==> src/hdl/mra_ram.sv <==
// Generic single-write, single-read RAM with a registered read port.
`default_nettype none
module mra_ram #(
    parameter int WIDTH = 8,
    parameter int DEPTH = 16
) (
    input  wire logic                     aclk,
    input  wire logic                     we,
    input  wire logic [$clog2(DEPTH)-1:0] waddr,
    input  wire logic [WIDTH-1:0]         wdata,
    input  wire logic [$clog2(DEPTH)-1:0] raddr,
    output logic      [WIDTH-1:0]         rdata
);
    logic [WIDTH-1:0] mem [DEPTH];

    always_ff @(posedge aclk) begin
        if (we) begin
            mem[waddr] <= wdata;
        end
        rdata <= mem[raddr];
    end
endmodule
`default_nettype wire

==> config.mk <==
export PLATFORM = sky130hd
export DESIGN_NAME = mra_ram
export DESIGN_NICKNAME = d
export VERILOG_FILES = /design/src/hdl/mra_ram.sv
export SDC_FILE = /design/constraint.sdc
export NUM_CORES = 1
export LEC_CHECK = 0
export ABC_AREA = 1
export BUFFER_PORTS_ARGS = -buffer_cell sky130_fd_sc_hd__buf_2
export CAP_MARGIN = 10
export CORE_MARGIN = 5
export CORE_UTILIZATION = 30
export DETAILED_ROUTE_END_ITERATION = 8
export MAX_ROUTING_LAYER = met4
export PLACE_DENSITY_LB_ADDON = 0.1
export SLEW_MARGIN = 30
export SYNTH_ARGS = -nofsm -noshare
export SYNTH_HDL_FRONTEND = slang
export SYNTH_SLANG_ARGS = --single-unit
export TNS_END_PERCENT = 50
==> constraint.sdc <==
create_clock -name aclk -period 2.8 [get_ports aclk]
set_input_delay 0.14 -clock aclk [delete_from_list [all_inputs] [get_ports aclk]]
set_output_delay 0.14 -clock aclk [all_outputs]
set_load 0.1 [all_outputs]
Word level (Yosys, flattened, before mapping)
Memory sizes are Yosys's and may differ from the RTL's. A register that Yosys moved wholly into a read port is not among the register bits.
Cells that the tools add are included.
{ "totals": {"ram_bits": 128, "out_inout_bits": 8, "ff_bits": 0, "memories": 1} }
{ "op_classes": {"muxes": 2} }
{ "memory_table": {"columns": ["name", "depth", "width", "rd", "rd_ports_with_merged_regs", "write_ports", "line", "text"], "rows": [
  ["mem", 16, 8, 1, 1, 1, "14", "logic [WIDTH-1:0] mem [DEPTH];"]
]} }
{ "ops": {"columns": ["operator", "count"], "rows": [
  ["2-to-1 mux 1 bit", 2]
]} }

Longest topological paths before layout
Gate-level depths: netlist (run 1).
{ "depth": {"depth_word": 2, "mapped_depth": 8} }

Worst setup path before layout (run 1)
OpenSTA, ideal clock, no wires.
{ "synth_timing": {"path_type": "input -> register", "startpoint": "in waddr[2]", "endpoint": "mem mem[10][0], enable pin", "stages": 2, "n_path_buf": 0, "setup_ns": 0.370, "setup_slack_ns": 1.709, "arrival_time_ns": 0.721, "t_required_ns": 2.430, "cell_sequence": "nand3b_1 nor2_1"} }
{ "synth_rtl": {"columns": ["item", "line", "text"], "rows": [
  ["start: declaration", "9", "input wire logic [$clog2(DEPTH)-1:0] waddr,"],
  ["end: declaration", "14", null]
]} }
Straight into the memory's write port.

Worst setup path after layout (run 1)
{ "layout_timing": {"startpoint": "reg rdata[2] (read register of mem)", "endpoint": "out rdata[2]"} }
{ "layout_rtl": {"columns": ["item", "line", "text"], "rows": [
  ["start: declaration", "12", "output logic [WIDTH-1:0] rdata"]
]} }
No word-level cell between the ends.

==> results of run 1 <==
## sequential cells by signal, indices dropped and copies added, names as in the netlist
name / count
mem: 128
rdata: 8
## power groups by stage
stage                     logic, W  registers, W  clock network (W)
after floorplan           0.000161       0.00243                  0
after global placement    0.000380       0.00233                  0
after detailed placement  0.000379       0.00233                  0
after CTS                 0.000380       0.00229            0.00207
after global routing      0.000412       0.00229            0.00217
final                     0.000374       0.00229            0.00202
## layout by cell type (no fill, tap or decap)
| cell type | instances |
|---|---|
| buf_4 | 4 |
| bufinv_16 | 1 |
| clkinv_2 | 5 |
| clkbuf_1 | 3 |
| clkinvlp_4 | 2 |
| inv_2 | 2 |
| inv_1 | 100 |
| buf_2 | 25 |
| nand3b_1 | 2 |
| clkinv_1 | 4 |
| nor2_1 | 17 |
| edfxtp_1 | 128 |
| dfxtp_1 | 8 |
| nand2_1 | 173 |
| nand3_1 | 97 |
| clkbuf_16 | 17 |
## layer usage
metal,vias up,part of all wire
met1,1792,0.47
li1,1819,-
met3,6,0.051
met4,0,0.0081
met5,-,0
met2,100,0.47
## final cells by class
type                            instances  share of cell area
Clock inverter                         12             0.01289
Timing Repair Buffer                   29             0.02350
Sequential cell                       136              0.6064
Multi-Input combinational cell        289              0.1838
Clock buffer                           20             0.06614
Inverter                              102             0.05799
Tap cell                              260             0.04927
## path summary, 6_finish.rpt
kind	startpoint	endpoint	slack, ns
worst max-delay path	rdata[2]	rdata[2]	1.49
worst min-delay path	raddr[3]	rdata[0]	0.11
worst max register to register	mem[5][6]	rdata[6]	1.66
worst min register to register	mem[12][5]	rdata[5]	0.68
## kinds of logic (layout without fill, tap and decap cells)
logic type | after synthesis | count (layout) | synth area share
flip-flops | 136 | 136 | 0.6943
buffers and inverters | 126 | 163 | 0.09525
AND/OR/NAND/NOR | 289 | 289 | 0.2105
## through the flow
step	util	area, um2	worst slack (ns)
finish	0.3506	6603	1.492
global placement	0.3229	6081	1.049
detailed placement	0.3229	6081	1.056
floorplan	-	5767	1.709
global route	0.3506	6603	1.352
CTS	0.3506	6603	1.462
## Yosys cell counts
| master | count | share of area |
|---|---|---|
| dfxtp_1 | 8 | 0.028 |
| buf_1 | 1 | 0.00065 |
| buf_4 | 4 | 0.0052 |
| nor2_1 | 17 | 0.011 |
| nand3_1 | 97 | 0.084 |
| inv_2 | 2 | 0.0013 |
| buf_2 | 13 | 0.011 |
| buf_6 | 6 | 0.012 |
| nand2_1 | 173 | 0.11 |
| inv_1 | 100 | 0.065 |
| nand3b_1 | 2 | 0.0026 |
| edfxtp_1 | 128 | 0.67 |
==> metrics.cfg, run 1 <==
[sta]
drv_slew = 0
slew_headroom = 0.3519
fin_crit_ns = 1.308
period_share = 0.4672
finalClockSkew_ns = 0.006423
setup_viol = 0
worst_pin_slew_ns = 0.9685
holdWs_ns = 0.1118
rsz0062_at_grt = false
tns_ns = 0
max_freq_ghz = 0.7644
hold_viol_final = 0

[placed_design]
routabilityCongestion = 0.7502
dpl.hpwl_um = 8952
port_buffers = 25
placedCellCount = 816

[global_route]
use_met1 = 0.1951
first_global_vias = 3750
grt_pass1_wl_um = 22920
antenna_found_initial = 0
grtUsageMet2 = 0.2278
top_usage_layer = met2
grt_overflow = 0
grt_max_degree = 65
grt_usage = 0.1476
grt_use_met3 = 0.03717

[final_layout]
n_antenna_cell = 0
num-fill-cells = 1948
final_cells = 848
multiInputGateArea_um2 = 1214
drive_above_1_share = 0.09524
nNetsFinal = 593
layout.area.seq_um2 = 4004
syn_to_final_growth_pct = 14.49

[detailed_routing]
drt_wl_total_um = 14960
dr.pass1.iters = 4
ant_nets = 0
dr_total_vias = 3717
vias_per_cell = 4.383
drtIter0Drc = 254
routedWlPerCell_um = 17.64
drc_errors = 0

[logic_synthesis]
synth-seq-cells = 136
synth_seq_area_share = 0.6943
avgSynthCellArea_um2 = 10.47
synth_cells = 551
syn-cell-area_um2 = 5767
synth_cell_types = 12
yosysWarnings = 0
syn-num-nets = 569

[critical_path]
cp_max_fo = 1
crit_path_cell_trace = buf_2
critPathBufInv = 1
path_depth = 1
cpPeakStageDelay_ns = 0.43
startpoint_type = flip-flop
endpoint_kind = output pin
cp_slowest_cell = buf_2
crit_type = flip-flop to output pin
reg2reg_depth = 6
cp.arrival_ns = 1.17
cp.required_ns = 2.66
cpLargestDelayFamily = buffers and inverters

[floorplan]
core_area_um2 = 18830
ioPinCount = 26
initial_core_util = 0.3062
row_count = 50
die_w_um = 148.6
die_h_um = 148.6
fp.dieArea_um2 = 22100

[pwr]
p_seq_frac = 0.489
power.density_nw_per_um2 = 709.1
leakage_nw = 2.787
p_switching_w = 0.001134
peakVddDrop_uv = 520.9
power_frac_clock = 0.432
p_sw_frac = 0.2422
p_total_w = 0.004682
p_comb_frac = 0.080
p_int_w = 0.003548

[hold_path]
hold_depth = 3
hp-class = primary input to flip-flop

[clocking]
path_clk_slew_ns = 0.06
holdBufCountCts = 0
h-tree-depth = 4
clk-insertion-delay-late_ns = 0.41
cts_made_buffers = 17
clockBufferDepth = 2
post_cts_resized = 0
cts_setup_buffers = 0
cts_root_buf = clkbuf_16
cts_tree = built
cts.sinks = 136

[job]
drv_cap = 0

[outcome]
run_status = finished clean

No activity file was read; power rests on OpenSTA's default activity.
==> run 2: changes to the inputs <==
--- a/config.mk
+++ b/config.mk
@@ -5,7 +5,7 @@
 export SDC_FILE = /design/constraint.sdc
 export NUM_CORES = 1
 export LEC_CHECK = 0
-export ABC_AREA = 1
+export ABC_AREA = 0
 export BUFFER_PORTS_ARGS = -buffer_cell sky130_fd_sc_hd__buf_2
 export CAP_MARGIN = 10
 export CORE_MARGIN = 5
==> constraint.sdc (replaced) <==
create_clock -name aclk -period 1.11 [get_ports aclk]
set_input_delay 0.0555 -clock aclk [delete_from_list [all_inputs] [get_ports aclk]]
set_output_delay 0.0555 -clock aclk [all_outputs]
set_load 0.1 [all_outputs]
==> metrics.cfg, run 2 <==
[sta]
holdWs_ns = 0.03014  ; -0.08167 ns
rsz0062_at_grt = true
finalClockSkew_ns = 0.004150  ; -0.002273 ns
slew_headroom = 0.3264  ; -0.02554
drv_slew = 0  ; unchanged
hold_viol_final = 0  ; unchanged
setup_ws_ns = -0.1588  ; -1.651 ns
fin_crit_ns = 1.269
max_freq_ghz = 0.7881
setup_viol = 8  ; +8
period_share = 1.143
worst_pin_slew_ns = 1.008  ; +0.03981 ns

[global_route]
grt_usage = 0.1233  ; -0.02429
grt_overflow = 0  ; unchanged
grt_max_degree = 19  ; -71%
first_global_vias = 2677  ; -29%
grt_pass1_wl_um = 16900  ; -26%
antenna_found_initial = 0  ; unchanged

[detailed_routing]
dr.pass1.iters = 4  ; unchanged
drtIter0Drc = 165  ; -35%
vias_per_cell = 4.549  ; +3.8%
ant_nets = 0  ; unchanged
drc_errors = 0  ; unchanged
dr_total_vias = 2452  ; -34%
routedWlPerCell_um = 20.21  ; +15%
drt_wl_total_um = 10890  ; -27%

[final_layout]
nNetsFinal = 325  ; -45%
drive_above_1_share = 0.4545  ; +0.3593
multiInputGateArea_um2 = 1095  ; -9.8%
layout.area.seq_um2 = 4006  ; about the same
largest_reg_flops = 128  ; unchanged
num-fill-cells = 1543  ; -21%
top_regs = mem x128, rdata x8
n_antenna_cell = 0  ; unchanged
syn_to_final_growth_pct = 26.88
layout.cells.most_common = edfxtp_1
regMostFlops = mem
final_cell_mix = edfxtp_1 (128), buf_4 (39), mux4_2 (29)

[logic_synthesis]
yosysTopAreaCell = edfxtp_1
yosysTopAreaCellShare = 0.7467  ; +0.08020
syn-num-nets = 247  ; -57%
syn-cell-area_um2 = 5147  ; -11%
yosysWarnings = 0  ; unchanged
synth_edf_count = 128  ; unchanged
ys.flop_type = edfxtp_1
avgSynthCellArea_um2 = 22.48  ; +110%
async_flop_share = 0  ; unchanged
synth-seq-cells = 136  ; unchanged
synth_cells = 229  ; -58%
yosysMostFrequentCell = edfxtp_1
synth_cell_types = 19  ; +7
yosys-top-cells-count = edfxtp_1 (128), mux4_2 (18), a22oi_1 (16), mux4_1 (14), nor2_1 (13)
synth_seq_area_share = 0.7778  ; +0.08354
synth_area_leaders = edfxtp_1 (75%), mux4_2 (7.9%), mux4_1 (7.1%), dfxtp_1 (3.1%), a22oi_1 (2.3%)

[floorplan]
fp.dieArea_um2 = 19880  ; -10%
die_w_um = 141.0  ; -5.1%
core_area_um2 = 16700  ; -11%
initial_core_util = 0.3082  ; +0.001965
die_h_um = 141.0  ; -5.1%
row_count = 47  ; -6.0%
ioPinCount = 26  ; unchanged

[clocking]
path_clk_slew_ns = 0.06  ; about the same
cts_root_buf = clkbuf_16
h-tree-depth = 4  ; unchanged
cts_setup_buffers = 0  ; unchanged
cts.sinks = 136  ; unchanged
holdBufCountCts = 0  ; unchanged
cts_tree = built
clockBufferDepth = 2  ; unchanged
cts_made_buffers = 17  ; unchanged
clk-insertion-delay-late_ns = 0.41  ; about the same

[critical_path]
setup.worst_path.start = mem[3][4]
crit_type = flip-flop to flip-flop
rr_startpoint = mem[3][4]
reg2reg_depth = 3  ; -3
r2r_end = rdata[4]
cp_max_fo = 1  ; unchanged
cp.required_ns = 1.40  ; -1.26 ns
endpoint_kind = flip-flop
rrSetupSlack_ns = -0.16  ; -1.82 ns
cp.arrival_ns = 1.56  ; +0.39 ns
startpoint_type = flip-flop

[hold_path]
hp-class = primary input to flip-flop
hold_depth = 1  ; -2
hold_start = wdata[2]
min_to = mem[0][2]

[pwr]
leakage_nw = 2.211  ; -21%
peakVddDrop_uv = 978.8  ; +88%
power.density_nw_per_um2 = 1797  ; +150%

[outcome]
violations = negative setup slack
run_status = finished, violations left

[placed_design]
dp_slack_ns = -0.4507  ; -1.507 ns
dpl.hpwl_um = 7544  ; -16%
routabilityCongestion = 0.7369  ; -1.8%
port_buffers = 25  ; unchanged

[job]
drv_cap = 0  ; unchanged

==> run 2: power breakdown <==
part / internal [W] / leakage [nW] / switching [W] / total (W)
sequential: 0.00575 / 1.22 / 0.0000566 / 0.00580
combinational: 0.000408 / 0.720 / 0.000594 / 0.00100
clock: 0.00299 / 0.267 / 0.00195 / 0.00493
total: 0.00914 / 2.21 / 0.00260 / 0.0117
==> run 2: repair_timing <==
| action | 4_1_cts | 5_1_grt |
|---|---|---|
| endpoints found under the setup margin | 10 | 8 |
| pin swaps | 11 | 2 |
| resized for setup | 21 | 3 |
| gates cloned | 0 | 0 |
| hold endpoints to repair | 0 | 0 |
==> run 2: cell families (layout without fill, tap and decap cells) <==
| kind of cell | after synthesis | in the layout | synth area share |
|---|---|---|---|
| flip-flops | 136 | 136 | 0.7778 |
| multiplexers | 32 | 32 | 0.1502 |
| AO/OA/AOI/OAI | 16 | 16 | 0.02334 |
| AND/OR/NAND/NOR | 35 | 35 | 0.03184 |
| buffers and inverters | 10 | 100 | 0.01677 |
==> run 2: worst max-delay path by stage <==
stage | endpoint | cells past startpoint
floorplan | mem[4][0] | 2
global route | rdata[4] | 3
finish | rdata[4] | 3
detailed placement | rdata[7] | 6
global placement | rdata[7] | 6
CTS | rdata[4] | 3
==> run 2: worst max-delay path, cell delays in order, from the launching register on <==
cell	delay (ns)
edfxtp_1	0.36
mux4_2	0.48
a22oi_2	0.21
nand2_2	0.10
==> run 2: layer usage <==
layer	GRT usage	routed length, um	up-vias
li1	-	-	1122
met1	0.1619	4948	1255
met2	0.1835	5186	63
met3	0.03623	589	12
met4	0.04437	167	0
met5	-	0	-
==> run 2: cell type report <==
type / instances / share of cell area
flip-flops and latches: 136 / 0.6134
clock buffers: 17 / 0.06513
repair buffers: 69 / 0.09770
multi-input cells: 83 / 0.1676
clock inverters: 14 / 0.01398
well taps: 220 / 0.04215
==> run 2: through the flow <==
stage | instance area (um2) | total power [W] | util | setup TNS [ns] | std cells
floorplan | 5174 | 0.006419 | - | -2.599 | 229
global placement | 6001 | 0.006887 | 0.3593 | -11.78 | 508
detailed placement | 6001 | 0.006891 | 0.3593 | -12.81 | 508
CTS | 6525 | 0.01188 | 0.3907 | -1.118 | 539
global route | 6531 | 0.01215 | 0.3911 | -1.481 | 539
finish | 6531 | 0.01174 | 0.3911 | -1.009 | 539
