`src/hdl/mra_pkg.sv`:
```
// Shared types and constants of the maximal-rectangles atlas allocator.
`default_nettype none
package mra_pkg;
    localparam int MAX_FREE    = 64;
    localparam int COORD_BITS  = 13;
    localparam int IDX_W       = $clog2(MAX_FREE);
    localparam int CNT_W       = $clog2(MAX_FREE + 1);
    localparam int LIM_I       = ((1 << COORD_BITS) - 1 > 4096) ? 4096 : (1 << COORD_BITS) - 1;
    localparam logic [COORD_BITS-1:0] SHEET_LIM   = COORD_BITS'(LIM_I);
    localparam logic [COORD_BITS-1:0] SHEET_RESET = COORD_BITS'(1024);
    localparam logic [CNT_W-1:0]      FREE_MAX    = CNT_W'(MAX_FREE);

    typedef enum logic [0:0] {
        REG_SHEET_WIDTH  = 1'b0,
        REG_SHEET_HEIGHT = 1'b1
    } cfg_reg_t;

    typedef struct packed {
        logic [COORD_BITS-1:0] y1;
        logic [COORD_BITS-1:0] x1;
        logic [COORD_BITS-1:0] y0;
        logic [COORD_BITS-1:0] x0;
    } rect_t;

    localparam int RECT_W = $bits(rect_t);

    // Result of the shared geometry unit.
    typedef struct packed {
        logic                  fits;
        logic                  overlap;
        logic                  contained;
        logic                  keep;
        rect_t                 rem;
        logic [COORD_BITS-1:0] a_w;
        logic [COORD_BITS-1:0] a_h;
    } geo_t;
endpackage
`default_nettype wire

```
`src/hdl/mra_geom.sv`:
```
// Shared geometry unit: fit, overlap and containment tests and remainder cutting.
`default_nettype none
module mra_geom (
    input  wire mra_pkg::rect_t                  a_rect,
    input  wire mra_pkg::rect_t                  b_rect,
    input  wire logic [mra_pkg::COORD_BITS-1:0]  req_w,
    input  wire logic [mra_pkg::COORD_BITS-1:0]  req_h,
    input  wire logic [1:0]                      part,
    output mra_pkg::geo_t                        geo
);
    import mra_pkg::*;

    logic [COORD_BITS-1:0] ix0, iy0, ix1, iy1, margin;
    rect_t                 rem;

    always_comb begin
        ix0 = (a_rect.x0 > b_rect.x0) ? a_rect.x0 : b_rect.x0;
        iy0 = (a_rect.y0 > b_rect.y0) ? a_rect.y0 : b_rect.y0;
        ix1 = (a_rect.x1 < b_rect.x1) ? a_rect.x1 : b_rect.x1;
        iy1 = (a_rect.y1 < b_rect.y1) ? a_rect.y1 : b_rect.y1;
        rem = a_rect;
        unique case (part)
            2'd0: begin
                rem.x1 = ix0;
                margin = ix0 - a_rect.x0;
            end
            2'd1: begin
                rem.x0 = ix1;
                margin = a_rect.x1 - ix1;
            end
            2'd2: begin
                rem.y1 = iy0;
                margin = iy0 - a_rect.y0;
            end
            default: begin
                rem.y0 = iy1;
                margin = a_rect.y1 - iy1;
            end
        endcase
        geo.a_w       = a_rect.x1 - a_rect.x0;
        geo.a_h       = a_rect.y1 - a_rect.y0;
        geo.fits      = (req_w <= geo.a_w) && (req_h <= geo.a_h);
        geo.overlap   = (ix1 > ix0) && (iy1 > iy0);
        geo.contained = (a_rect.x0 >= b_rect.x0) && (a_rect.y0 >= b_rect.y0) &&
                        (a_rect.x1 <= b_rect.x1) && (a_rect.y1 <= b_rect.y1);
        geo.keep      = margin > COORD_BITS'(1);
        geo.rem       = rem;
    end
endmodule
`default_nettype wire

```
`config.mk`:
```
export PLATFORM = sky130hd
export DESIGN_NAME = mra_geom
export DESIGN_NICKNAME = d
export VERILOG_FILES = /design/src/hdl/mra_pkg.sv /design/src/hdl/mra_geom.sv
export SDC_FILE = /design/constraint.sdc
export NUM_CORES = 1
export LEC_CHECK = 0
export CAP_MARGIN = 5
export CELL_PAD_IN_SITES_DETAIL_PLACEMENT = 1
export CELL_PAD_IN_SITES_GLOBAL_PLACEMENT = 1
export CORE_MARGIN = 1.5
export CORE_UTILIZATION = 32
export DETAILED_ROUTE_END_ITERATION = 10
export DONT_BUFFER_PORTS = 1
export PLACE_DENSITY_LB_ADDON = 0.1
export SYNTH_ARGS = -nofsm -noshare
export SYNTH_HDL_FRONTEND = slang
export SYNTH_SLANG_ARGS = --single-unit
```
`constraint.sdc`:
```
create_clock -name vclk -period 5.4
set_input_delay 0.27 -clock vclk [all_inputs]
set_output_delay 0.27 -clock vclk [all_outputs]
set_load 0.005 [all_outputs]
```
# After elaboration in Yosys (flattened, before gate mapping)
# Cells that the tools add are included.
[totals] ram_bits=0 word_cells=37 mem_count=0 inputBits=132 regBits=0 mem_bits_ro=0 output_inout_bits=82 latch_bits=0
[classes] add_sub_neg=6 n_eq_ne=2 mul=0 n_mux=9 shifts=0 n_bitwise=0 magnitude_cmp=13 reduce_logical=7 div=0
[op_table] operator="2-to-1 mux 13 bit" n=8
[op_table] operator="subtractor 13 bit" n=6
[op_table] operator="> comparator 13 bit" n=4
[op_table] operator="less-or-equal comparator 13 bit" n=4
[op_table] operator="one-hot mux 13 bit (3 select lines)" n=1
[op_table] operator="greater-or-equal comparator 13 bit" n=2
[op_table] operator="< comparator 13 bit" n=2
[op_table] operator="> comparator 13 x 1 -> 1 bit, second input constant" n=1
[op_table] operator="logical AND 1 bit" n=5
[op_table] operator="OR reduction 3 bit" n=1
[op_table] operator="== test 2 x 1 -> 1 bit, second input constant" n=1
[op_table] operator="== test 2 bit, second input constant" n=1
[op_table] operator="logical NOT 2 bit" n=1

# Logic depth before layout (Yosys ltp)
# Gate-level depths: netlist of run 1.
[logic_depth] depth_word=5 mapped_depth=25

# Worst setup path before layout of run 1
# Ideal clock, no wire load.
[synth_timing] path_kind="input-to-output" start="in b_rect[1] (netlist name)" end="out geo[78] (netlist name)" stages=24 setup_slack_ns=0.911 required_ns=5.130 arrival_ns=4.219 cell_sequence="inv_1 > ha_1 > nor2b_1 > o21ai_0 > nand2b_1 > a21oi_1 > o21ai_0 > o31ai_1 > nor2_1 > buf_2 > mux2i_1 > ha_1 > inv_1 > fa_1 > a21o_1 > a21boi_0 > o21a_1 > nor3_1 > and2_1 > o21a_1 > nor2_1 > xnor2_1 > nor4_1 > o311ai_1"
[synth_rtl] element="start, declared" line="mra_geom.sv:5" source="input wire mra_pkg::rect_t b_rect,"
[synth_rtl] element="end, declared" line="mra_geom.sv:9" source="output mra_pkg::geo_t geo"

==> run summary, run 1 <==
The worst slew slack as a fraction of its limit was 35.78%; the sum of overflow across all layers after global routing was 0. Max-cap violations in this run came to 0. Entering global routing, the biggest net connects 30 pins. The first global-routing pass estimated 42.84 mm of wire.

The run gives 3.939 nW as the static leakage. The maximum net fanout on the critical path works out to 12. The most numerous cell on the critical path was sky130_fd_sc_hd__a21oi_1. Setup repair after global routing left no endpoint under its margin.

Total core area: 0.02203 sq mm. The area of all placed cells without fillers came out at 0.007674 sq mm. The setup path with the least slack is of type in2out. The signal on the critical path passes through inv_1, ha_1, nand3_1, o21bai_1, a21oi_1, o21ai_0, a21oi_1, buf_12, mux2i_1, inv_1, ha_1, o21ai_1, a21oi_1, or4_1, a41o_1, or3_1, nand2_1, a31oi_1, a211oi_1, o211a_1, o311ai_1, buf_4. The gate family responsible for the most delay along the worst path was compound AO/OA/AOI/OAI gates. After synthesis the cells add up to 0.007269 sq mm.

Detailed placement finished with a half-perimeter wire length of 24.55 mm. The worst-case IR drop observed on VDD is 0.00004797 V. The actual slew at the worst max-slew pin was 0.9633 ns.

The tools report the global placement routability congestion as 0.9478. The number of top-level pins is 214. Static timing analysis puts the maximum clock frequency at 0.2023 GHz. The sequential cells in the finished layout cover a total of 0 sq um.

The via count normalized by instance count was 5.464. The y dimension of the die was 153.7 um; the number of nets still failing antenna checks after routing was 0. The initial core utilization came out at 33.00%. The distinct cell type count of the synthesized netlist was 76.

The routed design could run at a clock period as short as 4.943 ns. The worst path uses 91.54% of the clock period. Number of global-route vias before repair: 7515. The number of buffers added on ports came out at 0. The routed layout has 7229 vias. For the setup fix buffers added after clock tree synthesis, the log shows 0. The total placed instance area came out at 0.007655 sq mm. The logs give 0 for the final hold violation count and 0 ns for the total negative slack for setup checks. The flow ran to the end, and the final reports show no timing, DRC or antenna violations.

The floorplan step set the die width to 153.7 um. For the worst endpoint data arrival time, the log shows 4.67 ns. After layout, the clock buffer instance count stands at 0. Critical path launch point type: an input pin. Final hold analysis gives a worst-case slack of 0.6547 ns. Total nets after synthesis: 1357. For the required time reported for the critical path endpoint, the log shows 5.13 ns. The first routing iteration left 286 violations. In the routed design, unresolved DRC markers number 0. At the end of the flow, the number of nets in the layout was 1355. Global routing used 22.78% of the available tracks across all layers. The run gives 1.134 mW as the total power.

Worst setup path endpoint: geo[78]. The initial antenna violation count was 0. The sequential cell count of the final layout is 0. The die covers 0.02363 sq mm.

Compared with the post-synthesis result, the final layout area differs by 5.559%. The iteration count of the initial detailed-routing pass was 4. For the row count, the log shows 54. STA classifies the critical path endpoint as an output pin. Sequential elements use 0% of the synthesized area. Fill cells in the final layout number 2857.

The critical path's largest stage delay came out at 0.45 ns. In the post-route analysis, the smallest setup slack over all paths is 0.4569 ns. Together, buffers and inverters on the worst path number 4. The Yosys step of the flow raised 0 warnings. The routed length per instance came out at 20.84 um. The worst slack at placement is 0.1627 ns, and the total stage count of the critical path is 22. The most critical setup path has its startpoint at b_rect[17]. The critical path's slowest cell was sky130_fd_sc_hd__or4_1. The worst hold-check path type is in2out. The number of pins with negative max-slew slack in the final report is 0.

The repair_antennas step left the layout with diodes totalling 0. Dividing the synthesized area by the synthesized cell count gives 6.943 sq um. The cell count after synthesis came out at 1047. The post-route netlist has 4.027% of its cells at a drive strength greater than 1.

For this block, the routed nets add up to 27.57 mm of wire. The cell area power density was 147.7 mW/mm^2; the final-report setup violation count was 0.
-- worst min-delay path by stage --
stage	end	from	cells past startpoint	slack [ns]
floorplan	geo[38]	a_rect[12]	2	0.63
global placement	geo[38]	a_rect[12]	2	0.65
detailed placement	geo[35]	a_rect[9]	2	0.65
CTS	geo[58]	a_rect[32]	2	0.65
global route	geo[58]	a_rect[32]	2	0.66
finish	geo[58]	a_rect[32]	2	0.65
-- what timing repair did --
item                       in CTS  in global routing
gates resized for setup         0                  4
setup endpoints to repair       0                  1
hold endpoints to repair        0                  0
hold buffers                    0                  0
-- final cells by class --
class              instances  area [sq um]  area share [%]
inverters                166         623.1           8.120
repair buffers            14         117.6           1.533
well taps                280         350.3           4.565
multi-input cells        863          6583           85.78
-- Yosys cell counts (6+ instances only) --
cell,number,share of area (%)
sky130_fd_sc_hd__o21a_1,38,3.9
sky130_fd_sc_hd__a21o_1,19,2.0
sky130_fd_sc_hd__nor2b_1,14,1.2
sky130_fd_sc_hd__nor4_1,10,0.86
sky130_fd_sc_hd__nand4_1,22,1.9
sky130_fd_sc_hd__or3_1,6,0.52
sky130_fd_sc_hd__inv_1,165,8.5
sky130_fd_sc_hd__nand2_1,82,4.2
sky130_fd_sc_hd__xnor2_1,31,3.7
sky130_fd_sc_hd__nor3_1,18,1.2
sky130_fd_sc_hd__ha_1,173,30
sky130_fd_sc_hd__o211ai_1,7,0.72
sky130_fd_sc_hd__xor2_1,30,3.6
sky130_fd_sc_hd__o21ai_0,77,5.3
sky130_fd_sc_hd__mux2i_1,45,6.2
sky130_fd_sc_hd__clkbuf_1,11,0.57
sky130_fd_sc_hd__nand2b_1,17,1.5
sky130_fd_sc_hd__nand3_1,15,1.0
sky130_fd_sc_hd__nor2_1,64,3.3
sky130_fd_sc_hd__o21bai_1,8,0.83
sky130_fd_sc_hd__a211oi_1,7,0.72
sky130_fd_sc_hd__o21ai_1,10,0.69
sky130_fd_sc_hd__a21oi_1,80,5.5
-- routing by layer --
metal / routed length, um / vias up / track usage, %
met1: 11560 / 3339 / 26.58
met5: 0 / - / 0
met2: 13650 / 179 / 42.68
li1: - / 3697 / -
met3: 2115 / 14 / 6.370
met4: 248 / 0 / 1.757
-- per-stage QoR --
step | std cells | util (%)
detailed placement | 1323 | 34.75
CTS | 1323 | 34.75
global placement | 1323 | 34.75
global route | 1323 | 34.84
floorplan | 1047 | -
finish | 1323 | 34.84
-- cell families (layout without fill, tap and decap cells) --
kind of cell	after synthesis	in the layout	synth area share [%]
xor gates and xnor gates	61	61	7.349
AOI/OAI and AO/OA	297	297	25.99
muxes	50	50	6.971
adders and majority gates	178	178	31.15
buffers and inverters	184	180	9.707
and+or+nand+nor	277	277	18.83
-- cell usage in the layout (no fill, tap or decap), drive strengths merged, types with 8 or more instances in the layout --
cell    count
o211ai      8
o21a       38
inv       166
xnor2      31
a21oi      80
o21bai      8
nand2b     18
a21o       20
mux2i      45
nand3      17
o21ai      87
nor2b      15
buf        14
nand4      22
nor3       18
nor2       64
ha        173
a211oi      8
nand2      82
nor4       11
xor2       30
-- report_power, final --
group	leakage, nW	internal, mW	total (mW)	switching [mW]
clock	0	0	0	0
sequential	0	0	0	0
combinational	3.94	0.479	1.13	0.655
(Power assumes the default switching activity.)
==> inputs of run 2 (changes only) <==
Clock period 5.4 ns to 5.45 ns, I/O delays scaled along.
==> run 2 against run 1 <==
Via count grew 0.93%. Critical endpoint unchanged. Routed wire length is 0.51% higher. Combinational power barely moved. Critical path depth grew 1. Final cell count about the same. Sequential share of layout area unchanged. Largest cell class unchanged. Die area is the same. Worst hold slack better by 0.00053 ns.
==> run summary, run 2 (synthesis results as in run 1) <==
The run finished with clean final reports. The net switching fraction of the power came out at 57.85% (+0.084 points). The number of global-route vias before repair was 7737 (+3.0%). The most common cell after layout, fill and taps aside was sky130_fd_sc_hd__ha_1. STA classifies the critical path startpoint as an input pin.

The run gives 0 (unchanged) as the sequential cell count of the final layout. The non-filler instance count after layout was 1324 (+0.076%). The initial detailed-routing violation count came out at 238 (-17%).

The post-cts repair resize count was 0 (unchanged); the routed length per instance was 20.93 um (+0.43%). The final hold violation count was 0 (unchanged); the number of nets still failing antenna checks after routing was 0 (unchanged). The y dimension of the die works out to 153.7 um (unchanged).

The area of the die came out at 0.02363 sq mm (unchanged). The total negative slack for setup checks was 0 ns (unchanged); the initial core utilization was 33.00% (unchanged). The global placement routability congestion was 0.9034 (-4.7%). The tools report the net switching power as 0.6477 mW (-1.1%). The worst endpoint data arrival time was 4.80 ns (+0.13 ns).

The tools report the part of the total power dissipated in sequential elements as 0% (unchanged). In this run the worst hold path is classified as in2out. The run gives 5.18 ns (+0.05 ns) as the required time reported for the critical path endpoint.

Pin count of the biggest net entering global routing: 30 (unchanged). The via count normalized by instance count was 5.511 (+0.85%); the iteration count of the initial detailed-routing pass was 5 (+1). The post-layout net count is 1356 (+0.074%). The tools report the first-pass GRT wire length as 43.06 mm (+0.53%). The area of all placed cells without fillers was 0.007660 sq mm (-0.18%). The power share of the combinational group is 100.0% (about the same). The library cells used most frequently in the layout, excluding fill and tap cells, are 173 x sky130_fd_sc_hd__ha_1, 165 x sky130_fd_sc_hd__inv_1, 81 x sky130_fd_sc_hd__nand2_1. The tools report the initial antenna violation count as 0 (unchanged).

STA classifies the critical path endpoint as an output pin. The row count came out at 54 (unchanged). The logs give 0 (unchanged) for the number of antenna diodes and 0% (unchanged) for the power share of the clock group.

The actual slew at the worst max-slew pin is 0.9302 ns (-0.03307 ns), and the via count is 7296 (+0.93%). For the placed wire-length estimate, the log shows 24.66 mm (+0.45%). Total of max-cap violations: 0 (unchanged). The final-report setup violation count was 0 (unchanged). The post-synthesis to final-layout area growth is 5.370%, and the worst slew slack as a fraction of its limit is 37.98% (+2.2 points). The tools report the total core area as 0.02203 sq mm (unchanged). The overall die width was 153.7 um (unchanged); the maximum net fanout on the critical path was 8 (-4). The register area is 0 sq um (unchanged). The overall global routing resource usage is 23.04% (+0.26 points). For the sum of overflow across all layers after global routing, the log shows 0 (unchanged). The clock period could shrink to 5.070 ns. Setup repair after global routing left no endpoint under its margin. The setup path with the least slack is of type in2out. The tools report the cell total after placement as 1324 (+0.076%).

The maximum ir drop on the vdd rail was 0.00005299 V (+10%). The number of clock-tree buffers in the layout came out at 0 (unchanged). The share of layout cells above drive strength 1 works out to 4.119% (+0.092 points). The static leakage was 3.940 nW (about the same); the overall routed net length was 27.71 mm (+0.51%). The tools report the residual DRC count as 0 (unchanged). The post-cts hold buffer count is 0 (unchanged), and the maximum frequency from static timing analysis is 0.1972 GHz. The run gives 0.007650 sq mm (about the same) as the total placed instance area. The number of top-level pins was 214 (unchanged). The cell area power density is 146.2 mW/mm^2 (-1.1%), and the part of the cycle the worst path needs is 93.04%. The setup fix buffers added after clock tree synthesis was 0 (unchanged). The run gives 0 (unchanged) as the number of pins with negative max-slew slack in the final report. The cell-internal power was 0.4718 mW (-1.4%); the number of buffers added on ports was 0 (unchanged).
==> run 2: changes by cell type in the layout (fill, tap and decap cells not counted), sizes merged <==
cell  previous run  this run
buf             14        15
==> run 2: layer usage <==
| layer | track usage, % | share of wire (%) | wire length [um] | vias up |
|---|---|---|---|---|
| li1 | - | - | - | 3707 |
| met1 | 26.46 | 41 | 11490 | 3361 |
| met4 | 3.051 | 1.8 | 506 | 0 |
| met5 | 0 | 0 | 0 | - |
| met3 | 6.511 | 7.9 | 2196 | 24 |
| met2 | 43.07 | 49 | 13510 | 204 |
==> run 2: critical path: stages <==
cell and delay (ns):
sky130_fd_sc_hd__inv_1 0.02, sky130_fd_sc_hd__ha_1 0.28, sky130_fd_sc_hd__nor2b_1 0.13, sky130_fd_sc_hd__o21ai_0 0.08
sky130_fd_sc_hd__nand2b_1 0.08, sky130_fd_sc_hd__a21oi_1 0.07, sky130_fd_sc_hd__o21ai_0 0.19, sky130_fd_sc_hd__o31ai_1 0.11
sky130_fd_sc_hd__nor2_1 0.53, sky130_fd_sc_hd__buf_4 0.31, sky130_fd_sc_hd__mux2i_1 0.47, sky130_fd_sc_hd__inv_1 0.09
sky130_fd_sc_hd__ha_1 0.33, sky130_fd_sc_hd__o21ai_0 0.16, sky130_fd_sc_hd__a21oi_1 0.14, sky130_fd_sc_hd__a31o_2 0.29
sky130_fd_sc_hd__a21oi_1 0.15, sky130_fd_sc_hd__o21ai_1 0.10, sky130_fd_sc_hd__xor2_1 0.16, sky130_fd_sc_hd__nor4_1 0.35
sky130_fd_sc_hd__o211a_1 0.20, sky130_fd_sc_hd__o311ai_1 0.10, sky130_fd_sc_hd__buf_4 0.17
==> run 2: power groups by stage <==
stage	combinational, mW	sequential (mW)	clock, mW
after floorplan	0.850	0	0
after global placement	1.11	0	0
after detailed placement	1.12	0	0
after CTS	1.13	0	0
after global routing	1.27	0	0
final	1.12	0	0
==> run 2: area by class of cell <==
| type | instances | area, sq um |
|---|---|---|
| tap | 280 | 350.3 |
| fill | 2839 | 14370 |
| timing repair buffer | 15 | 112.6 |
| multi-input combinational | 863 | 6574 |
| inverter | 166 | 623.1 |
==> run 2: worst paths after layout <==
| path | to | cells after the start | from |
|---|---|---|---|
| hold / removal | geo[38] | 2 | a_rect[12] |
| setup / recovery | geo[78] | 23 | b_rect[1] |
==> run 2: per-stage QoR <==
step,worst slack (ns),utilization (%),power (mW),hold WS (ns)
after floorplan,0.9556,-,0.8501,0.6345
after global placement,0.2882,34.73,1.115,0.6581
after global routing,0.02622,34.78,1.272,0.6671
final,0.3796,34.78,1.120,0.6552
after CTS,0.2025,34.73,1.130,0.6581
after detailed placement,0.2131,34.73,1.120,0.6581
